**src/hw/rtl/asa_pkg.sv**
```systemverilog
// Shared types and codes for the aligned stack allocator.
// Depends on nothing; the allocator and the bench import it.
package asa_pkg;

  localparam int unsigned ADDR_W    = 32;
  localparam int unsigned SIZE_W    = 21;
  localparam int unsigned ALIGN_W   = 4;
  localparam int unsigned MASK_W    = 16;
  localparam int unsigned CFG_IDX_W = 2;

  localparam logic [SIZE_W-1:0] CAPACITY_RESET = 21'h100000;

  typedef enum logic [1:0] {
    CMD_ALLOC = 2'd0,
    CMD_FREE  = 2'd1,
    CMD_RESET = 2'd2,
    CMD_NOP   = 2'd3
  } cmd_t;

  typedef enum logic [2:0] {
    ST_OK       = 3'd0,
    ST_NO_SPACE = 3'd1,
    ST_NOT_TOP  = 3'd2,
    ST_NULL     = 3'd3,
    ST_FULL     = 3'd4,
    ST_EMPTY    = 3'd5
  } status_t;

  typedef enum logic [CFG_IDX_W-1:0] {
    CFG_BASE     = 2'd0,
    CFG_CAPACITY = 2'd1
  } cfg_reg_t;

  typedef struct packed {
    cmd_t               cmd;
    logic [SIZE_W-1:0]  request_size;
    logic [ALIGN_W-1:0] align_log2;
    logic [ADDR_W-1:0]  free_address;
  } in_beat_t;

  typedef struct packed {
    status_t           status;
    logic [ADDR_W-1:0] user_address;
  } out_beat_t;

  typedef struct packed {
    logic [CFG_IDX_W-1:0] index;
    logic [ADDR_W-1:0]    value;
  } cfg_beat_t;

endpackage

```
**src/hw/rtl/asa_stream_if.sv**
```systemverilog
// Valid/ready channel carrying one beat of payload type T.
// Used for the command, result and configuration channels.
interface asa_stream_if #(parameter type T = logic);
  logic valid;
  logic ready;
  T     data;

  modport source (output valid, output data, input ready);
  modport sink   (input valid, input data, output ready);
endinterface

```
**src/hw/rtl/aligned_stack_allocator.sv**
```systemverilog
// LIFO stack allocator with per-allocation alignment.
// An accepted command waits in S_DONE until the result register is free or drained;
// then its result beat is registered. No new command is taken until S_IDLE; S_DONE
// reads the registered top entry of the stack memory and finishes the span check.
// Reset (rst_n low, synchronous): stack empty, used count zero, base 0,
// capacity 1 MiB; stack memory contents are not cleared.
module aligned_stack_allocator #(
  parameter int unsigned MAX_ALLOCS   = 64,
  parameter int unsigned HEADER_BYTES = 16,
  parameter int unsigned REGION_BITS  = 20
) (
  input  logic        clk,
  input  logic        rst_n,
  asa_stream_if.sink   in_ch,
  asa_stream_if.source out_ch,
  asa_stream_if.sink   cfg_ch
);

  import asa_pkg::*;

  localparam int unsigned CNT_W  = $clog2(MAX_ALLOCS + 1);
  localparam int unsigned IDX_W  = (MAX_ALLOCS > 1) ? $clog2(MAX_ALLOCS) : 1;
  localparam int unsigned HOFF_W = REGION_BITS;
  localparam int unsigned ENT_W  = HOFF_W + ADDR_W;
  // Address arithmetic width: base + used + header + padding + size never
  // reaches 2^35.
  localparam int unsigned TOT_W  = ADDR_W + 3;

  localparam logic [TOT_W-1:0] REGION_SIZE = TOT_W'(1) << REGION_BITS;
  localparam logic [TOT_W-1:0] HDR_SIZE    = TOT_W'(HEADER_BYTES);
  localparam logic [CNT_W-1:0] MAX_CNT     = CNT_W'(MAX_ALLOCS);

  typedef enum logic {S_IDLE, S_DONE} state_t;

  // Control and configuration state.
  state_t             state_r;
  logic [ADDR_W-1:0]  base_r;
  logic [SIZE_W-1:0]  cap_r;
  logic [SIZE_W-1:0]  used_r, used_nxt;
  logic [CNT_W-1:0]   count_r, count_nxt;
  logic               out_valid_r;
  out_beat_t          out_r;

  // Command captured at acceptance.
  cmd_t               cmd_r;
  logic [SIZE_W-1:0]  size_r;
  logic [ADDR_W-1:0]  free_r;
  logic [TOT_W-1:0]   user_r;

  logic               in_acc;
  logic               done_go;
  logic [MASK_W-1:0]  mask_in;
  logic [TOT_W-1:0]   user_in;

  logic [TOT_W-1:0]   eff_cap;
  logic [TOT_W-1:0]   tot;
  logic               no_space;

  logic [ENT_W-1:0]   rd_data;
  logic [HOFF_W-1:0]  top_hoff;
  logic [ADDR_W-1:0]  top_addr;

  status_t            dec_status;
  logic [ADDR_W-1:0]  dec_addr;
  logic               push, pop;

  assign in_ch.ready  = (state_r == S_IDLE);
  assign in_acc       = in_ch.valid && in_ch.ready;
  assign cfg_ch.ready = 1'b1;
  assign out_ch.valid = out_valid_r;
  assign out_ch.data  = out_r;

  // Finish only when the result register is free or being drained.
  assign done_go = (state_r == S_DONE) && (!out_valid_r || out_ch.ready);

  // First half of allocate, done in the accept cycle: round the first byte
  // after the header up to the alignment.
  assign mask_in = MASK_W'((32'd1 << in_ch.data.align_log2) - 32'd1);
  assign user_in = (TOT_W'(base_r) + TOT_W'(used_r) + HDR_SIZE + TOT_W'(mask_in))
                   & ~TOT_W'(mask_in);

  // Second half: used + span equals user - base + size.
  assign eff_cap  = (TOT_W'(cap_r) < REGION_SIZE) ? TOT_W'(cap_r) : REGION_SIZE;
  assign tot      = user_r - TOT_W'(base_r) + TOT_W'(size_r);
  assign no_space = (tot > eff_cap) || (user_r[TOT_W-1:ADDR_W] != '0);

  // Top entry is read on every accepted beat; only free looks at it.
  asa_stack_mem #(
    .DEPTH (MAX_ALLOCS),
    .WIDTH (ENT_W)
  ) u_mem (
    .clk     (clk),
    .wr_en   (done_go && push),
    .wr_idx  (IDX_W'(count_r)),
    .wr_data ({HOFF_W'(used_r), user_r[ADDR_W-1:0]}),
    .rd_en   (in_acc),
    .rd_idx  (IDX_W'(count_r - CNT_W'(1))),
    .rd_data (rd_data)
  );

  assign top_hoff = rd_data[ENT_W-1:ADDR_W];
  assign top_addr = rd_data[ADDR_W-1:0];

  // Command decision. Full is checked before space; null before empty.
  always_comb begin
    dec_status = ST_OK;
    dec_addr   = '0;
    push       = 1'b0;
    pop        = 1'b0;
    used_nxt   = used_r;
    count_nxt  = count_r;
    case (cmd_r)
      CMD_ALLOC: begin
        if (count_r == MAX_CNT) begin
          dec_status = ST_FULL;
        end else if (no_space) begin
          dec_status = ST_NO_SPACE;
        end else begin
          push      = 1'b1;
          dec_addr  = user_r[ADDR_W-1:0];
          used_nxt  = SIZE_W'(tot);
          count_nxt = count_r + CNT_W'(1);
        end
      end
      CMD_FREE: begin
        if (free_r == '0) begin
          dec_status = ST_NULL;
        end else if (count_r == '0) begin
          dec_status = ST_EMPTY;
        end else if (top_addr != free_r) begin
          dec_status = ST_NOT_TOP;
        end else begin
          pop       = 1'b1;
          used_nxt  = SIZE_W'(top_hoff);
          count_nxt = count_r - CNT_W'(1);
        end
      end
      CMD_RESET: begin
        used_nxt  = '0;
        count_nxt = '0;
      end
      default: begin
        // unused code: no effect, status ok
      end
    endcase
  end

  always_ff @(posedge clk) begin
    if (!rst_n) begin
      state_r     <= S_IDLE;
      base_r      <= '0;
      cap_r       <= CAPACITY_RESET;
      used_r      <= '0;
      count_r     <= '0;
      out_valid_r <= 1'b0;
    end else begin
      if (cfg_ch.valid) begin
        case (cfg_ch.data.index)
          CFG_BASE:     base_r <= cfg_ch.data.value;
          CFG_CAPACITY: cap_r  <= cfg_ch.data.value[SIZE_W-1:0];
          default:      ;
        endcase
      end
      // drained with no new result behind it
      if (out_valid_r && out_ch.ready && !done_go) begin
        out_valid_r <= 1'b0;
      end
      case (state_r)
        S_IDLE: begin
          if (in_acc) begin
            state_r <= S_DONE;
          end
        end
        S_DONE: begin
          if (done_go) begin
            used_r      <= used_nxt;
            count_r     <= count_nxt;
            out_valid_r <= 1'b1;
            state_r     <= S_IDLE;
          end
        end
        default: state_r <= S_IDLE;
      endcase
    end
  end

  // Payload registers, no reset.
  always_ff @(posedge clk) begin
    if (in_acc) begin
      cmd_r  <= in_ch.data.cmd;
      size_r <= in_ch.data.request_size;
      free_r <= in_ch.data.free_address;
      user_r <= user_in;
    end
    if (done_go) begin
      out_r.status       <= dec_status;
      out_r.user_address <= dec_addr;
    end
  end

`ifndef NO_ASSERTIONS
  a_count_bound: assert property (@(posedge clk) disable iff (!rst_n)
    count_r <= MAX_CNT)
    else $error("stack depth above MAX_ALLOCS");

  a_push_grows: assert property (@(posedge clk) disable iff (!rst_n)
    (done_go && push) |=> (count_r == $past(count_r) + CNT_W'(1)))
    else $error("push did not grow the stack by one");

  a_pop_rolls_back: assert property (@(posedge clk) disable iff (!rst_n)
    (done_go && pop) |-> (SIZE_W'(top_hoff) <= used_r))
    else $error("popped header offset beyond used count");

  a_result_loaded: assert property (@(posedge clk) disable iff (!rst_n)
    done_go |=> out_valid_r)
    else $error("finished command left no result beat");
`endif

endmodule

```
**src/hw/rtl/asa_stack_mem.sv**
```systemverilog
// Stack entry memory: one write port, one registered read port.
// Standalone; sized by the allocator top level.
module asa_stack_mem #(
  parameter int unsigned DEPTH = 64,
  parameter int unsigned WIDTH = 52
) (
  input  logic                                        clk,
  input  logic                                        wr_en,
  input  logic [((DEPTH > 1) ? $clog2(DEPTH) : 1)-1:0] wr_idx,
  input  logic [WIDTH-1:0]                            wr_data,
  input  logic                                        rd_en,
  input  logic [((DEPTH > 1) ? $clog2(DEPTH) : 1)-1:0] rd_idx,
  output logic [WIDTH-1:0]                            rd_data
);

  logic [WIDTH-1:0] mem [DEPTH];

  always_ff @(posedge clk) begin
    if (wr_en) begin
      mem[wr_idx] <= wr_data;
    end
    if (rd_en) begin
      rd_data <= mem[rd_idx];
    end
  end

endmodule

```
**src/flat_wrapper.sv**
```systemverilog
// flat-port wrapper written by rule: the top's interface ports become plain ports
module aligned_stack_allocator_flat import asa_pkg::*;
#(
  parameter int unsigned MAX_ALLOCS   = 64,
  parameter int unsigned HEADER_BYTES = 16,
  parameter int unsigned REGION_BITS  = 20
)
  (clk, rst_n, in_ch_valid, in_ch_data, in_ch_ready, out_ch_valid, out_ch_data, out_ch_ready, cfg_ch_valid, cfg_ch_data, cfg_ch_ready);
  asa_stream_if #(.T(in_beat_t)) in_ch_i ();
  asa_stream_if #(.T(out_beat_t)) out_ch_i ();
  asa_stream_if #(.T(cfg_beat_t)) cfg_ch_i ();
  input  logic clk;
  input  logic rst_n;
  input wire logic [$bits(in_ch_i.valid)-1:0] in_ch_valid;
  input wire logic [$bits(in_ch_i.data)-1:0] in_ch_data;
  output wire logic [$bits(in_ch_i.ready)-1:0] in_ch_ready;
  output wire logic [$bits(out_ch_i.valid)-1:0] out_ch_valid;
  output wire logic [$bits(out_ch_i.data)-1:0] out_ch_data;
  input wire logic [$bits(out_ch_i.ready)-1:0] out_ch_ready;
  input wire logic [$bits(cfg_ch_i.valid)-1:0] cfg_ch_valid;
  input wire logic [$bits(cfg_ch_i.data)-1:0] cfg_ch_data;
  output wire logic [$bits(cfg_ch_i.ready)-1:0] cfg_ch_ready;
  assign in_ch_i.valid = in_ch_valid;
  assign in_ch_i.data = in_ch_data;
  assign in_ch_ready = in_ch_i.ready;
  assign out_ch_valid = out_ch_i.valid;
  assign out_ch_data = out_ch_i.data;
  assign out_ch_i.ready = out_ch_ready;
  assign cfg_ch_i.valid = cfg_ch_valid;
  assign cfg_ch_i.data = cfg_ch_data;
  assign cfg_ch_ready = cfg_ch_i.ready;
  aligned_stack_allocator #(.MAX_ALLOCS(MAX_ALLOCS), .HEADER_BYTES(HEADER_BYTES), .REGION_BITS(REGION_BITS)) u_core (.clk(clk), .rst_n(rst_n), .in_ch(in_ch_i), .out_ch(out_ch_i), .cfg_ch(cfg_ch_i));
endmodule
```
**config.mk**
```make
export PLATFORM = sky130hd
export DESIGN_NAME = aligned_stack_allocator_flat
export DESIGN_NICKNAME = d
export VERILOG_FILES = /design/src/hw/rtl/asa_pkg.sv /design/src/hw/rtl/asa_stream_if.sv /design/src/hw/rtl/aligned_stack_allocator.sv /design/src/hw/rtl/asa_stack_mem.sv /design/src/flat_wrapper.sv
export SDC_FILE = /design/constraint.sdc
export NUM_CORES = 2
export LEC_CHECK = 0
export BUFFER_PORTS_ARGS = -buffer_cell sky130_fd_sc_hd__buf_2
export CAP_MARGIN = 20
export CORE_ASPECT_RATIO = 0.7
export CORE_MARGIN = 5
export CORE_UTILIZATION = 55
export CTS_BUF_LIST = sky130_fd_sc_hd__clkbuf_16
export CTS_CLUSTER_DIAMETER = 80
export DETAILED_ROUTE_END_ITERATION = 12
export PLACE_DENSITY = 0.71
export SYNTH_ARGS = -nofsm -noshare
export SYNTH_HDL_FRONTEND = slang
export SYNTH_SLANG_ARGS = --single-unit
```
**constraint.sdc**
```tcl
create_clock -name clk -period 19 [get_ports clk]
set_input_delay 0 -clock clk [delete_from_list [all_inputs] [get_ports clk]]
set_output_delay 0 -clock clk [all_outputs]
set_load 0.01 [all_outputs]
```
==> qor.csv <==
stage,metric,value,unit
timing,finClkSkew,0.0501,ns
yosys,ys_ff_latch,3587,
clocking,clock_path_buffers,4,
global_routing,grt_most_used_layer,met1,
setup_path,worst-setup-path-type,register to register,
timing,setup-tns-final,0,ns
finish,finalNetCount,7272,
drt,final_antenna_net_count,0,
drt,routed-via-count,71293,
global_routing,grt_max_degree,136,
yosys,synth_top_area_share,74.1,%
clocking,cts_buffers,333,
finish,nFillCells,17000,
drt,vias_per_cell,6.67,
clocking,ctsResizeCount,0,
global_routing,grt_pass1_vias,69479,
floorplan,num_rows,156,
yosys,synth_edf_count,3504,
placed_design,place.gp.congestion,0.891,
global_routing,grt.total_usage,27.4,%
global_routing,met3_usage,5.01,%
setup_path,cp_max_fo,65,
placed_design,placement.io_buffers,134,
yosys,synthDistinctLibCells,82,
yosys,postSynth.asyncResetShare,0,%
clocking,cts-root-buf,clkbuf_16,
floorplan,io_pins,136,
drt,wl,368000,um
drt,dr.pass1.iters,6,
timing,rsz0062_at_grt,false,
timing,maxSlewHeadroom,25.2,%
floorplan,die_area,0.269,mm2
placed_design,dp.cells,9876,
global_routing,grt.overflow.total,0,
timing,final_max_slew_viol_count,0,
timing,finalSetupViolCount,0,
global_routing,antenna_found_initial,22,
timing,finalHoldViolations,0,
finish,drive_gt1_share,27.8,%
pwr,power_density,107,mW/mm2
worst_hold_path,hp-class,primary input to register,
timing,final.period_utilization,49.5,%
timing,tightest_slew,1.12,ns
clocking,clk_pin_slew,0.07,ns
floorplan,initial_utilization,55.1,%
setup_path,slowest_stage,or4_4,
setup_path,cp-end-kind,register,
setup_path,cpMostUsedCell,buf_4,
yosys,yosys_warnings,0,
finish,syn_to_final_growth,13.1,%
drt,drc,0,
setup_path,path_cells,"buf_4, inv_1, fa_1, inv_1, ha_1, a211oi_1, o211ai_1, nand3_1, nand3_1, a21oi_1, xnor2_1, ha_1, a2111oi_0, o211ai_1, o21ai_0, o2111ai_1, or4_1, or4_1, or4_4, buf_4, buf_4, nor3_2, buf_4",
placed_design,dpl.hpwl,216000,um
yosys,yosysSeqAreaShare,75.3,%
global_routing,use_met2,41.0,%
yosys,synth-main-ff-cell,edfxtp_1,
clocking,clock-sinks,3587,
clocking,insertion_delay,0.90,ns
floorplan,core,0.258,mm2
floorplan,dieHeight,435,um
drt,initialDrtViolationCount,10942,
setup_path,critPathMaxStageDelay,0.81,ns
yosys,syn_avg_cell_area,22.0,um2
pwr,leakage,50.8,nW
clocking,cts_tree,done,
timing,clock.fmax,106,MHz
global_routing,met1_usage,42.3,%
global_routing,grt_pass1_wl,526000,um
setup_path,r2r_slack,9.60,ns
timing,period_minus_slack,9.40,ns
clocking,ctsHoldBuffers,209,
setup_path,crit_required,19.50,ns
finish,instances_no_fill,10690,
pwr,total_power,0.0172,W
yosys,synth.most_common_cell,edfxtp_1,
clocking,cts_setup_buffers,0,
drt,routedWlPerCell,34.4,um
yosys,synth_top_area_cell,edfxtp_1,
yosys,synth_common_cells,"edfxtp_1 (3504), mux4_2 (1090), nand2_1 (237), clkbuf_1 (228), a21oi_1 (161)",
yosys,synthCells,6448,
status,status,completed,
run,cap_violations,0,
setup_path,cp-start-kind,register,
yosys,synthTopCellsByArea,"edfxtp_1 (74%), mux4_2 (17%), dfxtp_1 (1.2%), ha_1 (1.1%), nand2_1 (0.63%)",
setup_path,arrival,9.89,ns
clocking,h-tree-depth,5,
yosys,netlist_area,0.142,mm2
floorplan,fp.dieW,617,um
pwr,irDropWorstVdd,82.1,uV
state kept, by name (all words and copies together) (netlist names):
signal / flops
u_core.base_r: 32
u_core.count_r: 7
u_core.cmd_r: 2
u_core.cap_r: 21
u_core.user_r: 34
u_core.out_ch.valid: 1
u_core.out_ch.data: 35
u_core.size_r: 21
u_core.u_mem.rd_data: 52
u_core.free_r: 32
u_core.state_r: 1
u_core.u_mem.mem: 3328
u_core.used_r: 21
cell usage in the layout, fill, tap and decap left out, types with 38 or more instances in the layout:
cell type,instances
xor2_1,58
dlygate4sd3_1,209
mux4_2,1090
a21oi_1,161
buf_2,134
dfxtp_1,62
nor2_1,105
ha_1,126
clkbuf_16,340
buf_4,209
o21ai_0,59
xnor2_1,52
nand2_1,237
clkinv_1,76
nand3_1,41
clkinv_2,60
edfxtp_1,3504
a21o_1,38
inv_1,195
power by group:
part | total [W] | internal [W] | switching, W
registers | 0.00888 | 0.00881 | 0.0000684
logic | 0.00178 | 0.000666 | 0.00111
clock network | 0.00654 | 0.00365 | 0.00289
total | 0.0172 | 0.0131 | 0.00408
layer usage:
metal / share of wire, % / vias up
met2: 47 / 4480
met5: 0.022 / -
met1: 40 / 37900
met4: 2.8 / 12
met3: 10 / 553
li1: - / 28348
cells by family after synthesis:
logic type / after synthesis / share of synthesized area [%]
simple gates: 625 / 2.15
flops: 3587 / 75.3
other cells: 2 / 0.00529
fa+ha+maj: 150 / 1.44
buf+inv: 467 / 1.25
compound gates: 402 / 1.79
xor+xnor: 114 / 0.703
mux: 1101 / 17.4
area by class of cell:
class / count / area [um2] / area share, %
flip-flops and latches: 3587 / 107000 / 66.6
multi-input cells: 2395 / 33700 / 21.0
clock buffers: 340 / 8510 / 5.30
repair buffers: 562 / 4550 / 2.83
well taps: 3397 / 4250 / 2.65
clock inverters: 257 / 2030 / 1.27
inverters: 145 / 544 / 0.339
diodes: 7 / 17.5 / 0.0109
path summary, 6_finish.rpt:
path	startpoint	end	cells past startpoint
setup / recovery	u_core.user_r[2]	u_core.u_mem.mem[13][11]	23
hold / removal	cfg_ch_data[3]	u_core.base_r[3]	4
setup reg to reg	u_core.user_r[2]	u_core.u_mem.mem[13][11]	23
hold reg to reg	u_core.cap_r[4]	u_core.cap_r[4]	2
through the flow:
step / area, um2 / hold WS (ns) / util [%] / worst slack [ns]
after global routing: 161000 / 0.0400 / 62.3 / 9.21
after CTS: 161000 / 0.0112 / 62.3 / 9.67
after global placement: 148000 / 0.176 / 57.4 / 9.79
after detailed placement: 148000 / 0.178 / 57.4 / 9.66
final: 161000 / 0.0611 / 62.3 / 9.60
after floorplan: 142000 / 0.0989 / - / 7.14
critical path: cells and delay by family, from the launching register on:
| family | cells | cell delay [ns] |
|---|---|---|
| simple gates | 6 | 2.72 |
| compound gates | 7 | 2.05 |
| xor+xnor | 1 | 0.16 |
| buf+inv | 6 | 2.36 |
| flops | 1 | 0.32 |
| fa+ha+maj | 3 | 1.21 |
Power figures use the tool's default switching activity.
